==> src/design/assert_macros.svh <==
// assertion helpers for the design folder
`ifndef ASSERT_MACROS_SVH
`define ASSERT_MACROS_SVH
`ifndef SYNTHESIS
`define ASSERT_IMPLIES(label, clk, rst_n, pre, post) \
    label: assert property (@(posedge clk) disable iff (!rst_n) (pre) |-> (post)) \
        else $error("assertion failed");
`define ASSERT_NEXT(label, clk, rst_n, pre, post) \
    label: assert property (@(posedge clk) disable iff (!rst_n) (pre) |=> (post)) \
        else $error("assertion failed");
`else
`define ASSERT_IMPLIES(label, clk, rst_n, pre, post)
`define ASSERT_NEXT(label, clk, rst_n, pre, post)
`endif
`endif

==> src/design/sha_pkg.sv <==
`timescale 1ns / 1ps
package sha_pkg;
    localparam int QueueDepth = 4;

    typedef struct packed {
        logic [7:0] data_byte;
        logic       has_byte;
        logic       last;
    } cmd_t;

    localparam logic [31:0] InitHash [8] = '{
        32'h6a09e667, 32'hbb67ae85, 32'h3c6ef372, 32'ha54ff53a,
        32'h510e527f, 32'h9b05688c, 32'h1f83d9ab, 32'h5be0cd19
    };

    localparam logic [31:0] RoundK [64] = '{
        32'h428a2f98, 32'h71374491, 32'hb5c0fbcf, 32'he9b5dba5, 32'h3956c25b, 32'h59f111f1,
        32'h923f82a4, 32'hab1c5ed5, 32'hd807aa98, 32'h12835b01, 32'h243185be, 32'h550c7dc3,
        32'h72be5d74, 32'h80deb1fe, 32'h9bdc06a7, 32'hc19bf174, 32'he49b69c1, 32'hefbe4786,
        32'h0fc19dc6, 32'h240ca1cc, 32'h2de92c6f, 32'h4a7484aa, 32'h5cb0a9dc, 32'h76f988da,
        32'h983e5152, 32'ha831c66d, 32'hb00327c8, 32'hbf597fc7, 32'hc6e00bf3, 32'hd5a79147,
        32'h06ca6351, 32'h14292967, 32'h27b70a85, 32'h2e1b2138, 32'h4d2c6dfc, 32'h53380d13,
        32'h650a7354, 32'h766a0abb, 32'h81c2c92e, 32'h92722c85, 32'ha2bfe8a1, 32'ha81a664b,
        32'hc24b8b70, 32'hc76c51a3, 32'hd192e819, 32'hd6990624, 32'hf40e3585, 32'h106aa070,
        32'h19a4c116, 32'h1e376c08, 32'h2748774c, 32'h34b0bcb5, 32'h391c0cb3, 32'h4ed8aa4a,
        32'h5b9cca4f, 32'h682e6ff3, 32'h748f82ee, 32'h78a5636f, 32'h84c87814, 32'h8cc70208,
        32'h90befffa, 32'ha4506ceb, 32'hbef9a3f7, 32'hc67178f2
    };

    localparam logic [7:0] PadByte = 8'h80;

    function automatic logic [31:0] rotr(input logic [31:0] x, input int n);
        rotr = (x >> n) | (x << (32 - n));
    endfunction
endpackage

==> src/design/sha_in_if.sv <==
`timescale 1ns / 1ps
interface sha_in_if;
    logic       valid;
    logic       ready;
    logic [7:0] data_byte;
    logic       has_byte;
    logic       last;
    modport source (output valid, data_byte, has_byte, last, input ready);
    modport sink (input valid, data_byte, has_byte, last, output ready);
endinterface

==> src/design/sha_out_if.sv <==
`timescale 1ns / 1ps
interface sha_out_if;
    logic        valid;
    logic        ready;
    logic [31:0] digest_word;
    logic [2:0]  word_index;
    logic        last_word;
    modport source (output valid, digest_word, word_index, last_word, input ready);
    modport sink (input valid, digest_word, word_index, last_word, output ready);
endinterface

==> src/design/sha256_byte_stream_hasher.sv <==
`timescale 1ns / 1ps
// the first digest word follows the closing transfer via the queue, the pad fill up to the length
// slot, the length write, and the rounds plus add, twice when a second block is due;
// then 8 words at one per cycle while out_ch.ready stays high
// one byte per cycle into the block while the core is idle; each full block then runs its rounds
// and add while the front queue keeps taking transfers, holding up to 4 bytes or closes meanwhile
// reset: rst_n asynchronous active low, hash words return to the initial values, block empty
module sha256_byte_stream_hasher #(
    parameter int QueueDepth = sha_pkg::QueueDepth
) (
    input  logic       clk,
    input  logic       rst_n,
    sha_in_if.sink     in_ch,
    sha_out_if.source  out_ch
);
    // queue between front and back
    logic          q_valid;
    logic          q_ready;
    sha_pkg::cmd_t q_cmd;

    // front: accepts transfers while not full, keeps only bytes and closes
    sha_queue #(.Depth(QueueDepth)) u_queue (
        .clk     (clk),
        .rst_n   (rst_n),
        .in_ch   (in_ch),
        .q_valid (q_valid),
        .q_ready (q_ready),
        .q_cmd   (q_cmd)
    );

    // back: block fill, padding, 64-round compression and digest output
    sha_core u_core (
        .clk     (clk),
        .rst_n   (rst_n),
        .q_valid (q_valid),
        .q_ready (q_ready),
        .q_cmd   (q_cmd),
        .out_ch  (out_ch)
    );
endmodule

==> src/design/sha_queue.sv <==
`timescale 1ns / 1ps
`include "assert_macros.svh"
module sha_queue #(
    parameter int Depth = sha_pkg::QueueDepth
) (
    input  logic          clk,
    input  logic          rst_n,
    sha_in_if.sink        in_ch,
    output logic          q_valid,
    input  logic          q_ready,
    output sha_pkg::cmd_t q_cmd
);
    localparam int AW = $clog2(Depth);
    sha_pkg::cmd_t    mem_reg [Depth];
    logic [AW-1:0]    wr_ptr_reg, rd_ptr_reg;
    logic [AW:0]      count_reg;
    logic             push, pop;

    assign in_ch.ready = (count_reg < (AW+1)'(Depth));
    // drop items that carry neither byte nor close
    assign push = in_ch.valid && in_ch.ready && (in_ch.has_byte || in_ch.last);
    assign q_valid = (count_reg != '0);
    assign pop = q_valid && q_ready;
    assign q_cmd = mem_reg[rd_ptr_reg];

    always_ff @(posedge clk)
    begin
        if (push)
        begin
            mem_reg[wr_ptr_reg] <= '{in_ch.data_byte, in_ch.has_byte, in_ch.last};
        end
    end

    always_ff @(posedge clk or negedge rst_n)
    begin
        if (!rst_n)
        begin
            wr_ptr_reg <= '0;
            rd_ptr_reg <= '0;
            count_reg  <= '0;
        end
        else
        begin
            if (push)
            begin
                wr_ptr_reg <= (wr_ptr_reg == AW'(Depth - 1)) ? '0 : wr_ptr_reg + 1'b1;
            end
            if (pop)
            begin
                rd_ptr_reg <= (rd_ptr_reg == AW'(Depth - 1)) ? '0 : rd_ptr_reg + 1'b1;
            end
            count_reg <= count_reg + (AW+1)'(push) - (AW+1)'(pop);
        end
    end

    `ASSERT_IMPLIES(a_no_overflow, clk, rst_n, push, count_reg < (AW+1)'(Depth))
    `ASSERT_IMPLIES(a_no_underflow, clk, rst_n, pop, count_reg != '0)
    `ASSERT_NEXT(a_count_step, clk, rst_n, push && !pop, count_reg == $past(count_reg) + 1'b1)
endmodule

==> src/design/sha_core.sv <==
`timescale 1ns / 1ps
`include "assert_macros.svh"
module sha_core (
    input  logic          clk,
    input  logic          rst_n,
    input  logic          q_valid,
    output logic          q_ready,
    input  sha_pkg::cmd_t q_cmd,
    sha_out_if.source     out_ch
);
    typedef enum logic [5:0] {
        S_IDLE  = 6'b000001,
        S_PAD   = 6'b000010,
        S_LEN   = 6'b000100,
        S_ROUND = 6'b001000,
        S_ADD   = 6'b010000,
        S_OUT   = 6'b100000
    } state_t;

    state_t       state_reg, state_next;
    logic [5:0]   fill_reg;
    logic [63:0]  bits_reg;
    logic [31:0]  h_reg [8];
    logic [31:0]  v_reg [8];
    logic [31:0]  w_reg [16];      // block words, then the rolling schedule
    logic [5:0]   t_reg;
    logic         closing_reg;     // message closed, pad pass under way
    logic         final_reg;       // block in flight carries the length
    logic         pad_first_reg;   // next pad byte is the 0x80 marker
    logic [2:0]   out_idx_reg;
    logic         out_valid_reg;

    logic [31:0] w_now, s1, s0, ch, maj, t1, t2, g0, g1;
    logic [31:0] a2, a15;
    logic [3:0]  word_sel;
    logic [4:0]  byte_sel;
    logic        take;

    // byte n of the block sits big-endian in word n/4
    assign word_sel = fill_reg[5:2];
    assign byte_sel = {~fill_reg[1:0], 3'b000};

    assign a2  = w_reg[4'(t_reg - 6'd2)];
    assign a15 = w_reg[4'(t_reg - 6'd15)];
    assign g1 = sha_pkg::rotr(a2, 17) ^ sha_pkg::rotr(a2, 19) ^ (a2 >> 10);
    assign g0 = sha_pkg::rotr(a15, 7) ^ sha_pkg::rotr(a15, 18) ^ (a15 >> 3);

    always_comb
    begin
        if (t_reg < 6'd16)
        begin
            w_now = w_reg[t_reg[3:0]];
        end
        else
        begin
            w_now = g1 + w_reg[4'(t_reg - 6'd7)] + g0 + w_reg[t_reg[3:0]];
        end
    end

    assign s1  = sha_pkg::rotr(v_reg[4], 6) ^ sha_pkg::rotr(v_reg[4], 11)
               ^ sha_pkg::rotr(v_reg[4], 25);
    assign ch  = (v_reg[4] & v_reg[5]) ^ (~v_reg[4] & v_reg[6]);
    assign t1  = v_reg[7] + s1 + ch + sha_pkg::RoundK[t_reg] + w_now;
    assign s0  = sha_pkg::rotr(v_reg[0], 2) ^ sha_pkg::rotr(v_reg[0], 13)
               ^ sha_pkg::rotr(v_reg[0], 22);
    assign maj = (v_reg[0] & v_reg[1]) ^ (v_reg[0] & v_reg[2]) ^ (v_reg[1] & v_reg[2]);
    assign t2  = s0 + maj;

    assign q_ready = (state_reg == S_IDLE);
    assign take    = q_valid && q_ready;
    assign out_ch.valid       = out_valid_reg;
    assign out_ch.digest_word = h_reg[out_idx_reg];
    assign out_ch.word_index  = out_idx_reg;
    assign out_ch.last_word   = (out_idx_reg == 3'd7);

    always_comb
    begin
        state_next = state_reg;
        case (state_reg)
            S_IDLE:
            begin
                if (take && q_cmd.has_byte && fill_reg == 6'd63)
                begin
                    state_next = S_ROUND;
                end
                else if (take && q_cmd.last)
                begin
                    state_next = S_PAD;
                end
            end
            S_PAD:
            begin
                // one pad byte per cycle until the block end or the length slot
                if (fill_reg == 6'd63)
                begin
                    state_next = S_ROUND;
                end
                else if (fill_reg == 6'd55)
                begin
                    state_next = S_LEN;
                end
            end
            S_LEN:    state_next = S_ROUND;
            S_ROUND:  state_next = (t_reg == 6'd63) ? S_ADD : S_ROUND;
            S_ADD:
            begin
                if (final_reg)
                begin
                    state_next = S_OUT;
                end
                else if (closing_reg)
                begin
                    state_next = S_PAD;
                end
                else
                begin
                    state_next = S_IDLE;
                end
            end
            S_OUT:
            begin
                if (out_ch.ready && out_idx_reg == 3'd7)
                begin
                    state_next = S_IDLE;
                end
            end
            default:  state_next = S_IDLE;
        endcase
    end

    always_ff @(posedge clk)
    begin
        case (state_reg)
            S_IDLE:
            begin
                if (take && q_cmd.has_byte)
                begin
                    w_reg[word_sel][byte_sel +: 8] <= q_cmd.data_byte;
                end
            end
            S_PAD:
            begin
                w_reg[word_sel][byte_sel +: 8] <= pad_first_reg ? sha_pkg::PadByte : 8'h00;
            end
            S_LEN:
            begin
                w_reg[14] <= bits_reg[63:32];
                w_reg[15] <= bits_reg[31:0];
            end
            S_ROUND:
            begin
                w_reg[t_reg[3:0]] <= w_now;
            end
            default: ;
        endcase
    end

    always_ff @(posedge clk or negedge rst_n)
    begin
        if (!rst_n)
        begin
            state_reg     <= S_IDLE;
            fill_reg      <= '0;
            bits_reg      <= '0;
            t_reg         <= '0;
            closing_reg   <= 1'b0;
            final_reg     <= 1'b0;
            pad_first_reg <= 1'b0;
            out_idx_reg   <= '0;
            out_valid_reg <= 1'b0;
            for (int i = 0; i < 8; i++)
            begin
                h_reg[i] <= sha_pkg::InitHash[i];
                v_reg[i] <= sha_pkg::InitHash[i];
            end
        end
        else
        begin
            state_reg <= state_next;
            case (state_reg)
                S_IDLE:
                begin
                    if (take)
                    begin
                        if (q_cmd.has_byte)
                        begin
                            fill_reg <= fill_reg + 1'b1;
                            bits_reg <= bits_reg + 64'd8;
                        end
                        if (q_cmd.last)
                        begin
                            closing_reg   <= 1'b1;
                            pad_first_reg <= 1'b1;
                        end
                    end
                    for (int i = 0; i < 8; i++)
                    begin
                        v_reg[i] <= h_reg[i];
                    end
                    t_reg <= '0;
                end
                S_PAD:
                begin
                    pad_first_reg <= 1'b0;
                    // wraps to zero when the block is full
                    fill_reg <= fill_reg + 1'b1;
                    for (int i = 0; i < 8; i++)
                    begin
                        v_reg[i] <= h_reg[i];
                    end
                    t_reg <= '0;
                end
                S_LEN:
                begin
                    final_reg <= 1'b1;
                    for (int i = 0; i < 8; i++)
                    begin
                        v_reg[i] <= h_reg[i];
                    end
                    t_reg <= '0;
                end
                S_ROUND:
                begin
                    v_reg[7] <= v_reg[6];
                    v_reg[6] <= v_reg[5];
                    v_reg[5] <= v_reg[4];
                    v_reg[4] <= v_reg[3] + t1;
                    v_reg[3] <= v_reg[2];
                    v_reg[2] <= v_reg[1];
                    v_reg[1] <= v_reg[0];
                    v_reg[0] <= t1 + t2;
                    t_reg <= t_reg + 1'b1;
                end
                S_ADD:
                begin
                    for (int i = 0; i < 8; i++)
                    begin
                        h_reg[i] <= h_reg[i] + v_reg[i];
                    end
                    if (final_reg)
                    begin
                        out_valid_reg <= 1'b1;
                        out_idx_reg   <= '0;
                    end
                end
                S_OUT:
                begin
                    if (out_ch.ready)
                    begin
                        out_idx_reg <= out_idx_reg + 1'b1;
                        if (out_idx_reg == 3'd7)
                        begin
                            out_valid_reg <= 1'b0;
                            closing_reg   <= 1'b0;
                            final_reg     <= 1'b0;
                            pad_first_reg <= 1'b0;
                            bits_reg      <= '0;
                            fill_reg      <= '0;
                            for (int i = 0; i < 8; i++)
                            begin
                                h_reg[i] <= sha_pkg::InitHash[i];
                            end
                        end
                    end
                end
                default: ;
            endcase
        end
    end

    `ASSERT_IMPLIES(a_out_only_in_out, clk, rst_n, out_valid_reg, state_reg == S_OUT)
    `ASSERT_IMPLIES(a_ready_idle, clk, rst_n, q_ready, !out_valid_reg)
    `ASSERT_NEXT(a_round_step, clk, rst_n, state_reg == S_ROUND && t_reg != 6'd63,
                 state_reg == S_ROUND)
endmodule

==> src/flat_wrapper.sv <==
// flat-port wrapper written by rule: the top's interface ports become plain ports
module sha256_byte_stream_hasher_flat 
#(
    parameter int QueueDepth = sha_pkg::QueueDepth
)
  (clk, rst_n, in_ch_valid, in_ch_data_byte, in_ch_has_byte, in_ch_last, in_ch_ready, out_ch_valid, out_ch_digest_word, out_ch_word_index, out_ch_last_word, out_ch_ready);
  sha_in_if in_ch_i ();
  sha_out_if out_ch_i ();
  input  logic clk;
  input  logic rst_n;
  input wire logic [$bits(in_ch_i.valid)-1:0] in_ch_valid;
  input wire logic [$bits(in_ch_i.data_byte)-1:0] in_ch_data_byte;
  input wire logic [$bits(in_ch_i.has_byte)-1:0] in_ch_has_byte;
  input wire logic [$bits(in_ch_i.last)-1:0] in_ch_last;
  output wire logic [$bits(in_ch_i.ready)-1:0] in_ch_ready;
  output wire logic [$bits(out_ch_i.valid)-1:0] out_ch_valid;
  output wire logic [$bits(out_ch_i.digest_word)-1:0] out_ch_digest_word;
  output wire logic [$bits(out_ch_i.word_index)-1:0] out_ch_word_index;
  output wire logic [$bits(out_ch_i.last_word)-1:0] out_ch_last_word;
  input wire logic [$bits(out_ch_i.ready)-1:0] out_ch_ready;
  assign in_ch_i.valid = in_ch_valid;
  assign in_ch_i.data_byte = in_ch_data_byte;
  assign in_ch_i.has_byte = in_ch_has_byte;
  assign in_ch_i.last = in_ch_last;
  assign in_ch_ready = in_ch_i.ready;
  assign out_ch_valid = out_ch_i.valid;
  assign out_ch_digest_word = out_ch_i.digest_word;
  assign out_ch_word_index = out_ch_i.word_index;
  assign out_ch_last_word = out_ch_i.last_word;
  assign out_ch_i.ready = out_ch_ready;
  sha256_byte_stream_hasher #(.QueueDepth(QueueDepth)) u_core (.clk(clk), .rst_n(rst_n), .in_ch(in_ch_i), .out_ch(out_ch_i));
endmodule
==> config.mk <==
export PLATFORM = sky130hd
export DESIGN_NAME = sha256_byte_stream_hasher_flat
export DESIGN_NICKNAME = d
export VERILOG_FILES = /design/src/design/sha_pkg.sv /design/src/design/sha_in_if.sv /design/src/design/sha_out_if.sv /design/src/design/sha256_byte_stream_hasher.sv /design/src/design/sha_queue.sv /design/src/design/sha_core.sv /design/src/flat_wrapper.sv
export VERILOG_INCLUDE_DIRS = /design/src /design/src/design
export SDC_FILE = /design/constraint.sdc
export NUM_CORES = 2
export LEC_CHECK = 0
export ABC_CLOCK_PERIOD_IN_PS = 18800
export BUFFER_PORTS_ARGS = -buffer_cell sky130_fd_sc_hd__buf_2
export CAP_MARGIN = 25
export CORE_ASPECT_RATIO = 0.6
export CORE_MARGIN = 5
export CORE_UTILIZATION = 45
export DETAILED_ROUTE_END_ITERATION = 7
export PLACE_DENSITY = 0.71
export RECOVER_POWER = 100
export SLEW_MARGIN = 20
export SYNTH_ARGS = -nofsm -noshare
export SYNTH_HDL_FRONTEND = slang
export SYNTH_HIERARCHICAL = 1
export SYNTH_SLANG_ARGS = --single-unit
==> constraint.sdc <==
create_clock -name clk -period 18.8 [get_ports clk]
set_input_delay 1.88 -clock clk [delete_from_list [all_inputs] [get_ports clk]]
set_output_delay 1.88 -clock clk [all_outputs]
set_load 0.02 [all_outputs]
== After elaboration in Yosys (flattened, before gate mapping) ==
Memories as Yosys holds them, arrays and structs flattened.
Index checks and enable logic that the tools add are counted.
Operators by class
  mux-type cells: 94
  eq/ne operators: 21
  magnitude comparators: 4
  reduce and logical (&&, ||, !) cells: 26
  bitwise operators: 62
  shifts and indexed selects: 3
  $add $sub $neg: 30
Operators by type and width (number)
  256-bit case mux with 2 select lines: 2
  32-bit adder: 18
  256-bit two-way mux: 2
  32-bit two-way mux: 11
  32-bit XOR: 9
  64-bit two-way mux: 4
  32-bit AND: 5
  64-bit case mux with 2 select lines: 1
  32-bit binary-select mux with 3-bit select: 1
  64-bit by 4-bit adder with 64-bit output, second input constant: 1
  32-bit OR reduction: 2
  8-bit by 7-bit variable part select with 32-bit output: 2
  6-bit two-way mux: 10
  1-bit two-way mux: 46
  6-bit case mux with 6 select lines: 1
  32-bit inverter: 1
  1-bit bitwise OR: 32
  10-bit by 32-bit bitwise OR with 32-bit output: 1
  13-bit by 32-bit bitwise OR with 32-bit output: 1
  14-bit by 32-bit bitwise OR with 32-bit output: 1
  15-bit by 32-bit bitwise OR with 32-bit output: 1
  19-bit by 32-bit bitwise OR with 32-bit output: 1
  21-bit by 32-bit bitwise OR with 32-bit output: 1
  25-bit by 32-bit bitwise OR with 32-bit output: 1
  other kinds (50): 85
Word-level totals
  register bits: 608
  logic and storage cells: 271
  input bits: 14
  ROM bits: 2048
  memories: 3
  RAM bits: 552
Memories
  (no name shown): words 64, width 32, read ports 1, clocked after Yosys merged registers in 0, wr ports 0, RTL line sha_core.sv:63  | assign t1 = v_reg[7] + s1 + ch + sha_pkg::RoundK[t_reg] + w_now;
  u_core.u_core.w_reg: words 16, width 32, read ports 4, clocked after Yosys merged registers in 0, wr ports 2, RTL line sha_core.sv:25  | logic [31:0] w_reg [16];
  u_core.u_queue.mem_reg: words 4, width 10, read ports 1, clocked after Yosys merged registers in 0, wr ports 1, RTL line sha_queue.sv:14  | sha_pkg::cmd_t mem_reg [Depth];

== Logic depth before layout (Yosys ltp) ==
An unclocked memory read counts as a cell.
  depth after elaboration: 12
  gate-level depth with buffers: 58
  depth with buffers taken out: 54

== Modules after synthesis ==
Netlist, hierarchy kept.
Modules (own cells, without submodules)
  sha_core: seq. area each 30680.7 um^2, cells each 8160, area an instance 84051.9 um^2, instances 1
  sha_queue: seq. area each 1376.3 um^2, cells each 90, area an instance 1894.3 um^2, instances 1

== Least setup slack after synthesis ==
Ideal clock, no wire load.
  kind: reg-to-reg
  start point: register u_core.u_core.t_reg[1]
  end point: register u_core/u_core/v_reg[255] (netlist name)
  setup time: 0.124 ns
  path buffers: 8
  period minus slack after synthesis: 13.846 ns
  cell stages (with the launch flop): 56
  setup slack: 4.954 ns
  data arrival time: 13.722 ns
  cells stage by stage: dfrtp_1 -> clkbuf_1 -> clkinv_1 -> clkbuf_1 -> clkbuf_1 -> ha_1 -> clkbuf_1 -> clkbuf_1 -> clkbuf_1 -> clkbuf_1 -> clkbuf_1 -> mux4_2 -> mux4_2 -> xnor2_1 -> fa_1 -> inv_1 -> fa_1 -> inv_1 -> [20 not listed] -> nor2_1 -> xnor2_1 -> inv_1 -> fa_1 -> inv_1 -> ha_1 -> a21oi_1 -> o21ai_0 -> a311o_1 -> a2111oi_0 -> o31a_1 -> o21ai_1 -> nand4_1 -> nand2_1 -> a21oi_1 -> xnor3_1 -> nand2_1 -> a21oi_1
Between the ends
  longest elaborated chain between the ends: 12
RTL lines
  from (decl): RTL line sha_core.sv:26  | logic [5:0] t_reg;
  from (signal assigned): RTL line sha_core.sv:232  | t_reg <= t_reg + 1'b1;
  4-bit by 2-bit subtractor with 4-bit output: RTL line sha_core.sv:43  | assign a2 = w_reg[4'(t_reg - 6'd2)];
  memory 16 x 32 bit
  15-bit by 32-bit bitwise OR with 32-bit output or 13-bit by 32-bit bitwise OR with 32-bit output (tied branches): RTL line sha_pkg.sv:33  | rotr = (x >> n) | (x << (32 - n));
  32-bit XOR: RTL line sha_core.sv:45  | assign g1 = sha_pkg::rotr(a2, 17) ^ sha_pkg::rotr(a2, 19) ^ (a2 >> 10);
  32-bit by 22-bit XOR with 32-bit output: RTL line sha_core.sv:45
  32-bit adder (3 in a row): RTL line sha_core.sv:56  | w_now = g1 + w_reg[4'(t_reg - 6'd7)] + g0 + w_reg[t_reg[3:0]];
  32-bit two-way mux: RTL line sha_core.sv:50  | if (t_reg < 6'd16)
  32-bit adder (*): RTL line sha_core.sv:63
  32-bit adder (*): RTL line sha_core.sv:231  | v_reg[0] <= t1 + t2;
  256-bit case mux with 2 select lines (*): RTL line sha_core.sv:180  | case (state_reg)
  to (signal, indexed assignment): RTL line sha_core.sv:174  | v_reg[i] <= sha_pkg::InitHash[i];
  to (signal, indexed assignment): RTL line sha_core.sv:198  | v_reg[i] <= h_reg[i];
  to (signal, indexed assignment): RTL line sha_core.sv:209  | v_reg[i] <= h_reg[i];
  to (decl): RTL line sha_core.sv:24  | logic [31:0] v_reg [8];
Every way passes the cells marked *; elsewhere a longest branch is shown, timed or not. The select of a mux whose other input is x is not followed.
A chain may end at the register's enable or synchronous reset.

== Final worst setup path ==
  start point: register u_core.u_core.t_reg[3]
  end point: register u_core/u_core/v_reg[255] (netlist name)
The elaborated chain is that of the path after synthesis.

==> impl_metrics.csv <==
group,metric,value,unit
outcome,status,"complete, but fails checks",
outcome,violations,"DRC, capacitance limit, slew limit",
global_route,grt_pass1_vias,66100,
global_route,grt_remaining_overflow,0,
clock_network,cts_tree,"built",
floorplanning,core_area,190000,sq um
yosys,ys.flop_type,"edfxtp_1",
setup_path,cp-end-kind,"register",
clock_network,cts.sinks,1157,
setup_path,cp_slowest_cell,"dfrtp_1",
cells_and_area,layout-drive-gt1-share,14.4,%
detailed_routing,vias_per_cell,6.70,
placed_design,io_buffers,51,
clock_network,clockBufferDepth,3,
clock_network,cts_hold_buf,0,
setup_path,crit_path_start_kind,"register",
placed_design,place.gp.congestion,1.06,
clock_network,cts_resized,0,
min_path,min_path_type,"reg -> reg",
yosys,synthesis.nets,8884,
yosys,yosys_warnings,6,
floorplanning,die_area,200000,sq um
detailed_routing,drtIter0Drc,11800,
placed_design,placed_area,89200,sq um
detailed_routing,ant_nets,0,
cells_and_area,layout_commonest_cell,"nand2_1",
detailed_routing,num_vias,72000,
yosys,syn_avg_cell_area,10.4,sq um
sta,hold_viol_final,0,
yosys,synth_edf_count,552,
setup_path,critical_path_class,"reg -> reg",
setup_path,critPathMaxStageDelay,1670,ps
cells_and_area,area_growth,8.10,%
global_route,grt_max_degree,163,
cells_and_area,fillers,17100,
cells_and_area,finish.instance_area,92900,sq um
sta,skew,137,ps
cells_and_area,seq_area,32100,sq um
setup_path,cpMostUsedCell,"inv_1",
sta,worst_slew_pin_slew,9690,ps
clock_network,cts-root-buf,"clkbuf_16",
detailed_routing,finalWirelength,331000,um
floorplanning,ios,52,
setup_path,cp.buffers_inverters,9,
clock_network,clk_pin_slew,80,ps
sta,finalSetupTns,0,ps
clock_network,cts-htree-levels,3,
sta,rsz0062_at_grt,"false",
cells_and_area,largest_reg_flops,512,
global_route,grt_usage,32.1,%
cells_and_area,nNetsFinal,8748,
floorplanning,dieHeight,349,um
yosys,syn_area,85900,sq um
sta,slew_viol_final,1878,
clock_network,numCtsBuffers,117,
setup_path,cp.required,19500,ps
global_route,grt_pass1_wl,473000,um
sta,relSlewSlack,-546,%
setup_path,cp_top_family,"compound AO/OA/AOI/OAI gates",
job,drv_cap,38,
yosys,ys_ff_latch,1157,
cells_and_area,layout_common_cells,"833 x nand2_1, 710 x nor2_1, 552 x edfxtp_1",
detailed_routing,drc,25,
clock_network,cts_setup_buffers,0,
setup_path,cp_max_fo,65,
detailed_routing,avgRoutedWirePerCell,30.8,um
yosys,synth_cells,8250,
sta,whs,480,ps
yosys,synthArstFlopShare,52.3,%
sta,finalCriticalPeriod,16410,ps
yosys,yosysSeqAreaShare,37.3,%
sta,fmax,60.9,MHz
sta,final-setup-viol-count,0,
floorplanning,die_w,574,um
floorplanning,start_util,45.2,%
yosys,ys_types,103,
detailed_routing,dr.pass1.iters,8,
cells_and_area,multi_input_comb_area,50500,sq um
setup_path,arrival,17110,ps
placed_design,post-dp-hpwl,245000,um
global_route,antenna_found_initial,6,
sta,timing.final.crit_share,87.3,%
floorplanning,num_rows,124,
clock_network,clock_latency,830,ps
cells by family (layout without fill, tap and decap cells):
family	after synthesis	in the layout	share of synthesized area, %
simple gates	2204	2204	11.3
compound gates	2004	2004	14.4
flops	1157	1157	37.3
buf+inv	902	867	4.03
mux	720	720	15.6
fa+ha+maj	639	639	11.0
xor+xnor	624	624	6.40
other cells	0	9	0
per-layer routing:
layer | vias to the layer above | GRT usage (%) | routed length [um]
met5 | - | 1.57 | 504
met4 | 8 | 6.70 | 8210
met3 | 615 | 18.5 | 64100
met2 | 5580 | 37.7 | 117000
met1 | 35800 | 49.0 | 142000
li1 | 30000 | - | -
layout make-up:
cell class                 instances  share of cell area, %
timing repair buffer             252                   1.55
sequential                      1157                   34.5
inverter                         395                   1.60
tap                             2520                   3.39
antenna                            9                 0.0242
clock inverter                    71                   1.07
clock buffer                     149                   3.45
multi-input combinational       6191                   54.4
per-stage QoR:
step / setup WS [ps] / util, % / instances
CTS: 3580 / 49.1 / 10700
global route: 2120 / 48.8 / 10700
global placement: 3640 / 46.8 / 10500
finish: 2390 / 48.8 / 10700
floorplan: 4950 / - / 8250
detailed placement: 3690 / 46.9 / 10500
worst min-delay path, cell delays in order, from the launching register on:
cell and delay, ps:
dfrtp_1 350, nand2_1 50, nand2_1 50
cells in the mapped netlist (19+ instances only):
library cell | instances | area [sq um]
a211oi_1 | 47 | 353
a21boi_0 | 24 | 180
a21o_1 | 181 | 1360
a21oi_1 | 540 | 2700
a221oi_1 | 30 | 263
a31oi_1 | 239 | 1500
and2_1 | 25 | 156
and3_1 | 48 | 300
buf_1 | 99 | 372
buf_2 | 38 | 190
clkbuf_1 | 365 | 1370
dfrtp_1 | 332 | 8310
dfstp_2 | 273 | 7170
edfxtp_1 | 552 | 16600
fa_1 | 196 | 3920
ha_1 | 424 | 5310
inv_1 | 391 | 1470
maj3_1 | 19 | 190
mux2_2 | 65 | 732
mux2i_1 | 163 | 1630
mux4_2 | 487 | 11000
nand2_1 | 833 | 3130
nand2b_1 | 86 | 538
nand3_1 | 150 | 751
nand4_1 | 31 | 194
nor2_1 | 713 | 2680
nor2b_1 | 45 | 282
nor3_1 | 132 | 661
o211ai_1 | 26 | 195
o21a_1 | 67 | 503
o21ai_0 | 510 | 2550
o21ai_1 | 20 | 100
o21bai_1 | 47 | 353
o221ai_1 | 33 | 289
o22ai_1 | 36 | 225
o31ai_1 | 33 | 248
or2_2 | 30 | 188
or3_1 | 37 | 231
xnor2_1 | 387 | 3390
xor2_1 | 234 | 2050
path summary, 6_finish.rpt:
check                                           startpoint                         end  slack (ps)  cells after the start
max in group asynchronous                            rst_n    u_core/u_core/h_reg[119]        6210                      5
min in group asynchronous                            rst_n    u_core/u_core/h_reg[195]        2970                      1
worst max register to register      u_core/u_core/t_reg[3]    u_core/u_core/v_reg[255]        2390                     50
worst min-delay path            u_core/u_core/out_ch.valid  u_core/u_core/out_ch.valid         480                      2
worst max-delay path                u_core/u_core/t_reg[3]    u_core/u_core/v_reg[255]        2390                     50
worst min register to register  u_core/u_core/out_ch.valid  u_core/u_core/out_ch.valid         480                      2
Power is left out: the tool's default activity adds up to more than one toggle a clock period on the data nets, which glitch-free logic cannot reach.
